$ cat src/hw/rtl/ghd_pkg.sv
// shared types, widths, constants and the arctangent table for the goal heading block
package ghd_pkg;

   // field widths
   localparam int COORD_WIDTH = 24;
   localparam int DIFF_W      = COORD_WIDTH + 1;
   localparam int MAG_W       = COORD_WIDTH;
   localparam int HEAD_W      = 16;
   localparam int DIST_W      = COORD_WIDTH + 1;
   localparam int TURN_W      = 16;

   // internal widths
   localparam int RAD_W       = 2 * MAG_W + 1;
   localparam int SQRT_STEPS  = (RAD_W + 1) / 2;
   localparam int NORM_BIT    = 52;
   localparam int CX_W        = NORM_BIT + 5;
   localparam int Z_W         = 25;
   localparam int G_W         = 14;
   localparam int T_W         = TURN_W + 2;
   localparam int HEAD_K_W    = 24;
   localparam int HP_W        = HEAD_W + HEAD_K_W;
   localparam int ATAN_DEPTH  = 32;

   localparam int DEF_CORDIC_STAGES = 16;

   // angle constants, 1/128 degree unless noted
   localparam int HALF_TURN   = 23040;
   localparam int FULL_TURN   = 46080;
   localparam int QUARTER_Z   = 5898240;          // 90 degrees at 2^16 per degree
   localparam int Z_ROUND     = 256;
   localparam int Z_DROP      = 9;
   localparam logic [HEAD_K_W-1:0] HEAD_K = 24'd15019745;  // radians Q13 to 1/128 degree

   typedef struct packed {
      logic signed [COORD_WIDTH-1:0] cur_x;
      logic signed [COORD_WIDTH-1:0] cur_y;
      logic signed [HEAD_W-1:0]      heading;
      logic signed [COORD_WIDTH-1:0] goal_x;
      logic signed [COORD_WIDTH-1:0] goal_y;
   } ghd_req_type;

   typedef struct packed {
      logic [DIST_W-1:0]        distance;
      logic signed [TURN_W-1:0] steer_angle;
      logic                     turn_right;
      logic                     at_goal;
   } ghd_rsp_type;

   // one item as it travels through the rotation and square root stages
   typedef struct packed {
      logic signed [CX_W-1:0]   x;
      logic signed [CX_W-1:0]   y;
      logic signed [Z_W-1:0]    z;
      logic [RAD_W-1:0]         rad;
      logic [RAD_W-1:0]         root;
      logic signed [HEAD_W-1:0] hd;
      logic                     neg_x;
      logic                     neg_y;
      logic                     at_goal;
   } ghd_iter_type;

   // atan(2^-i) in degrees times 2^16, rounded to nearest
   function automatic logic signed [Z_W-1:0] atan_deg(input int idx);
      logic signed [Z_W-1:0] v;
      case (idx)
         0: v = Z_W'(2949120);
         1: v = Z_W'(1740967);
         2: v = Z_W'(919879);
         3: v = Z_W'(466945);
         4: v = Z_W'(234379);
         5: v = Z_W'(117304);
         6: v = Z_W'(58666);
         7: v = Z_W'(29335);
         8: v = Z_W'(14668);
         9: v = Z_W'(7334);
         10: v = Z_W'(3667);
         11: v = Z_W'(1833);
         12: v = Z_W'(917);
         13: v = Z_W'(458);
         14: v = Z_W'(229);
         15: v = Z_W'(115);
         16: v = Z_W'(57);
         17: v = Z_W'(29);
         18: v = Z_W'(14);
         19: v = Z_W'(7);
         20: v = Z_W'(4);
         21: v = Z_W'(2);
         22: v = Z_W'(1);
         default: v = '0;
      endcase
      return v;
   endfunction

endpackage

$ cat src/hw/rtl/ghd_iter.sv
// one registered core stage: a cordic vectoring rotation, one square root digit, or both, by stage index
module ghd_iter
   import ghd_pkg::*;
#(
   parameter int STAGE         = 0,
   parameter int CORDIC_STAGES = DEF_CORDIC_STAGES
) (
   input  logic         clock,
   input  logic         reset,
   input  logic         enable,
   input  logic         in_valid,
   input  ghd_iter_type in_data,
   output logic         out_valid,
   output ghd_iter_type out_data
);

   localparam bit DO_ROT  = (STAGE < CORDIC_STAGES) && (STAGE < ATAN_DEPTH);
   localparam bit DO_SQRT = STAGE < SQRT_STEPS;
   localparam int SQ_POS  = DO_SQRT ? 2 * (SQRT_STEPS - 1 - STAGE) : 0;
   localparam logic [RAD_W-1:0] SQRT_BIT = DO_SQRT ? (RAD_W'(1) << SQ_POS) : '0;
   localparam logic signed [Z_W-1:0] ATAN_Z = atan_deg(STAGE);

   logic                   valid_ff;
   ghd_iter_type           data_ff;
   ghd_iter_type           data_in;
   logic signed [CX_W-1:0] xs;
   logic signed [CX_W-1:0] ys;
   logic [RAD_W-1:0]       trial;

   // rotation toward the x axis and one root bit
   always_comb begin
      data_in = in_data;
      xs      = $signed(in_data.x) >>> STAGE;
      ys      = $signed(in_data.y) >>> STAGE;
      trial   = in_data.root + SQRT_BIT;
      if (DO_ROT) begin
         if (!in_data.y[CX_W-1]) begin
            data_in.x = in_data.x + ys;
            data_in.y = in_data.y - xs;
            data_in.z = in_data.z + ATAN_Z;
         end else begin
            data_in.x = in_data.x - ys;
            data_in.y = in_data.y + xs;
            data_in.z = in_data.z - ATAN_Z;
         end
      end
      if (DO_SQRT) begin
         if (in_data.rad >= trial) begin
            data_in.rad  = in_data.rad - trial;
            data_in.root = (in_data.root >> 1) + SQRT_BIT;
         end else begin
            data_in.root = in_data.root >> 1;
         end
      end
   end

   // stage valid
   always_ff @(posedge clock) begin
      if (reset) begin
         valid_ff <= 1'b0;
      end else if (enable) begin
         valid_ff <= in_valid;
      end
   end

   // stage payload
   always_ff @(posedge clock) begin
      if (enable) begin
         data_ff <= data_in;
      end
   end

   assign out_valid = valid_ff;
   assign out_data  = data_ff;

endmodule

$ cat config.mk
export PLATFORM = sky130hd
export DESIGN_NAME = ghd_iter
export DESIGN_NICKNAME = d
export VERILOG_FILES = /design/src/hw/rtl/ghd_pkg.sv /design/src/hw/rtl/ghd_iter.sv
export SDC_FILE = /design/constraint.sdc
export NUM_CORES = 1
export LEC_CHECK = 0
export BUFFER_PORTS_ARGS = -buffer_cell sky130_fd_sc_hd__buf_4
export CORE_AREA = 4 4 242 220
export CTS_CLUSTER_DIAMETER = 40
export DETAILED_ROUTE_END_ITERATION = 8
export DIE_AREA = 0 0 246 224
export PLACE_DENSITY_LB_ADDON = 0.2
export SLEW_MARGIN = 25
export SYNTH_ARGS = -nofsm -noshare
export SYNTH_HDL_FRONTEND = slang
export SYNTH_SLANG_ARGS = --single-unit
$ cat constraint.sdc
create_clock -name clock -period 5.6 [get_ports clock]
set_input_delay 0.28 -clock clock [delete_from_list [all_inputs] [get_ports clock]]
set_output_delay 0.28 -clock clock [all_outputs]
set_load 0.01 [all_outputs]
Word level (Yosys, flattened, before mapping)

Cells that the tools add are included.

Output and inout port bits: 257
Register bits: 257
Word-level logic and storage cells: 23
Input bits: 260

Muxes and demuxes: 3
Order comparisons: 1
$add $sub $neg: 8

Operators by type and width:

| operator                 | count |
|---|---|
| $mux W139                | 1 |
| $sub A57 B57 Y57         | 2 |
| $add A57 B57 Y57         | 1 |
| $add A48 B49 Y49 const B | 1 |
| $add A49 B49 Y49 const B | 1 |
| $ge A49 B49 Y1           | 1 |
| $mux W49                 | 1 |
| $sub A49 B49 Y49         | 1 |
| $mux W48                 | 1 |
| $add A25 B23 Y25 const B | 1 |
| $sub A25 B23 Y25 const B | 1 |

Longest topological paths before layout

Word-level depth: 3
Depth in mapped cells: 14
Depth with buffers taken out: 13

Worst setup path after synthesis

OpenSTA, ideal clock, no wires.

Path type: input to register
From: in in_data[146] in the netlist's numbering
To: reg data_ff (netlist bit out_data[186]) (data pin)
Slack: 2.625 ns
Setup time: 0.258 ns
Required time: 5.342 ns
Arrival: 2.717 ns
Stages on the path: 13
Buffers on the path: 1
Path through: inv_1 -> ha_1 -> buf_6 -> a21o_1 -> a21oi_2 -> or4b_4 -> a31oi_4 -> a31oi_4 -> a21bo_4 -> a21bo_1 -> a311oi_1 -> a21oi_1 -> xnor2_1

RTL lines:

| item                 | line           | RTL |
|---|---|---|
| start, declared      | ghd_iter.sv:12 | `input ghd_iter_type in_data,` |
| end signal, assigned | ghd_iter.sv:69 | `data_ff <= data_in;` |
| end, declared        | ghd_iter.sv:24 | `ghd_iter_type data_ff;` |

==> results.cfg <==
[floorplanning]
core-area_um2 = 50500
start_util_pct = 44.7
dieArea_um2 = 55100
io_pins = 517
rows = 78
fp.dieH_um = 224
die_w_um = 246

[power]
power_density_nw_per_um2 = 272
ir_worst_vdd_mv = 0.206
p_leak_nw = 12.9

[worst_setup_path]
path_cells = dlygate4sd3_1 -> buf_4 -> inv_1 -> ha_1 -> o21a_1 -> o31a_1 -> o2111ai_1 -> a211oi_1 -> o21ai_1 -> a2111oi_2 -> o31ai_2 -> nand2_2 -> buf_4 -> mux2_1
worstSetupPathType = primary input to register
ff2ff_path_depth = 3
crit_required_ns = 5.91
critPathSlowestCell = dlygate4sd3_1
cpPeakStageDelay_ns = 0.57
critical-path-top-delay-family = compound AO/OA/AOI/OAI gates
path_depth = 14
cp-start-kind = primary input
arrival_ns = 4.48
path_max_fanout = 41
cpMostUsedCell = buf_4
path_buf_inv = 4
end_kind = register

[drt]
met2_length_um = 42100
vias = 22300
final_antenna_net_count = 0
avgViaCountPerCell = 5.79
wl_um = 89800
route.detailed.wl_per_inst_um = 23.3
drt_iter0_drc = 1909
route.top_layer_used = met5
drcViolationCount = 0
drtPass1Iterations = 6
wl_met3_um = 7110
m1WireLength_um = 37100

[min_path]
hold_path_class = primary input to register
worstHoldPathCells = 3

[global_routing]
grt.total_usage_pct = 30.8
overflow = 0
antenna_found_initial = 9
grt_first_pass_wirelength_um = 133000
grt_start_max_net_pins = 90
grt_pass1_vias = 22100

[yosys]
synthCells = 2571
synth_top_area_cell = edfxtp_1
synth.most_common_cell = a21oi_1
synth.top_cell.area_share_pct = 33.9
synth_common_cells = 354 x a21oi_1, 255 x edfxtp_1, 252 x inv_1
synth_edf_count = 255
async_reset_ff_share_pct = 0
syn_avg_cell_area_um2 = 8.78
yosysWarnings = 0
synthesis.area_um2 = 22600
yosysSeqAreaShare_pct = 34.0
synth_flop_cell = edfxtp_1
yosys-top-cells-area = edfxtp_1 34%, ha_1 13%, a21oi_1 7.9%, xnor2_1 4.6%, inv_1 4.2%
ys_seq_elements = 256
synth_nets = 3076
synth_cell_types = 99

[run_status]
status = finished, final reports clean

[finish]
final_layout_size_suffix_gt1_share_pct = 20.5
area_delta_synth_final_pct = 30.2
n_fill_cell = 4462
fin_nets = 3639

[cts]
h-tree-depth = 2
tritoncts.num_buffers = 46
holdBufCountCts = 96
cts_tree = done
cts.clk_slew.worst_paths_ns = 0.06
root_buffer = clkbuf_16
clockBufferDepth = 3
clock_latency_ns = 0.58
cts_sinks = 256
cts_resized = 0
cts_setup_buffers = 0

[timing]
fmax_ghz = 0.240
worstMarginPinSlew_ns = 1.05
finalMaxSlewViolations = 0
tns_ns = 0
finalClockSkew_ns = 0
timing.final.crit_period_ns = 4.17
maxSlewHeadroom_pct = 30.2
fin_crit_sh_pct = 74.6
grt_setup_unrepaired = no
finalSetupViolCount = 0
hold_viol_final = 0
fin_ws_ns = 1.43

[placement]
dp_hpwl_um = 71500
post-place-ws_ns = 1.49
io_buffers = 516
place.gp.congestion = 0.987

[run]
drv_cap = 0
[where the power goes]
group	switching, mW	internal [mW]	total (mW)
registers	0.0958	2.46	2.55
logic	1.61	1.11	2.73
clock network	1.05	1.67	2.72
[cell type report]
| cell class | count | area, µm² | area share (%) |
|---|---|---|---|
| inverter | 260 | 976 | 3.32 |
| timing repair buffer | 621 | 4910 | 16.7 |
| clock buffer | 51 | 1170 | 3.98 |
| antenna | 8 | 20.0 | 0.0682 |
| multi-input combinational | 1949 | 13400 | 45.8 |
| tap | 680 | 851 | 2.90 |
| sequential | 256 | 7680 | 26.1 |
| clock inverter | 30 | 322 | 1.09 |
[worst paths after layout]
kind	start	endpoint	slack, ns
min	in_data[105]	out_data[105]$_DFFE_PP_	0.04
max reg2reg	out_valid$_SDFFE_PP0P_	out_valid$_SDFFE_PP0P_	4.42
max	in_data[22]	out_data[76]$_DFFE_PP_	1.43
min reg2reg	out_valid$_SDFFE_PP0P_	out_valid$_SDFFE_PP0P_	1.08
[placed cells by master, fill, tap and decap left out, types with 28 or more instances in the layout]
| cell | count |
|---|---|
| a21o_1 | 63 |
| a21oi_1 | 354 |
| buf_4 | 524 |
| clkbuf_16 | 46 |
| dlygate4sd3_1 | 96 |
| edfxtp_1 | 255 |
| ha_1 | 240 |
| inv_1 | 251 |
| mux2i_1 | 32 |
| nand2_1 | 140 |
| nand3_1 | 33 |
| nand4_1 | 41 |
| nor2_1 | 196 |
| nor2b_1 | 28 |
| nor3_1 | 60 |
| o21ai_0 | 168 |
| o21bai_1 | 70 |
| xnor2_1 | 119 |
| xor2_1 | 35 |
[routing by layer]
| metal | global-route usage, % | vias up |
|---|---|---|
| li1 | - | 10400 |
| met1 | 39.2 | 10700 |
| met2 | 51.5 | 1021 |
| met3 | 6.56 | 193 |
| met4 | 11.9 | 4 |
| met5 | 0 | - |
[cells by family after synthesis]
kind of cell | Yosys count | synth area share (%)
compound gates | 893 | 24.8
xor+xnor | 154 | 5.98
mux | 46 | 2.12
flops | 256 | 34.0
buf+inv | 366 | 6.40
fa+ha+maj | 245 | 13.8
simple gates | 611 | 13.0
[state kept, by name, indices dropped and copies added, names as in the netlist]
| register | cells |
|---|---|
| out_data | 255 |
| out_valid | 1 |
[per-stage QoR]
stage / cells / cell area, µm² / hold slack [ns] / util [%] / power [mW]
after floorplan: 2571 / 22600 / 0.352 / - / 4.04
after global placement: 3670 / 26900 / 0.439 / 53.3 / 5.20
after detailed placement: 3670 / 26900 / 0.447 / 53.3 / 5.21
after CTS: 3847 / 29400 / 0.00703 / 58.2 / 8.01
after global routing: 3854 / 29400 / 0.0228 / 58.2 / 8.35
final: 3855 / 29400 / 0.0411 / 58.2 / 8.00
[worst reg2reg max path: cells and delay by family (launching register included)]
family | cells | cell delay, ns
DFF | 1 | 0.31
and+or+nand+nor | 1 | 0.05
muxes | 1 | 0.14
buffers and inverters | 1 | 0.56
Power figures use the tool's default switching activity.
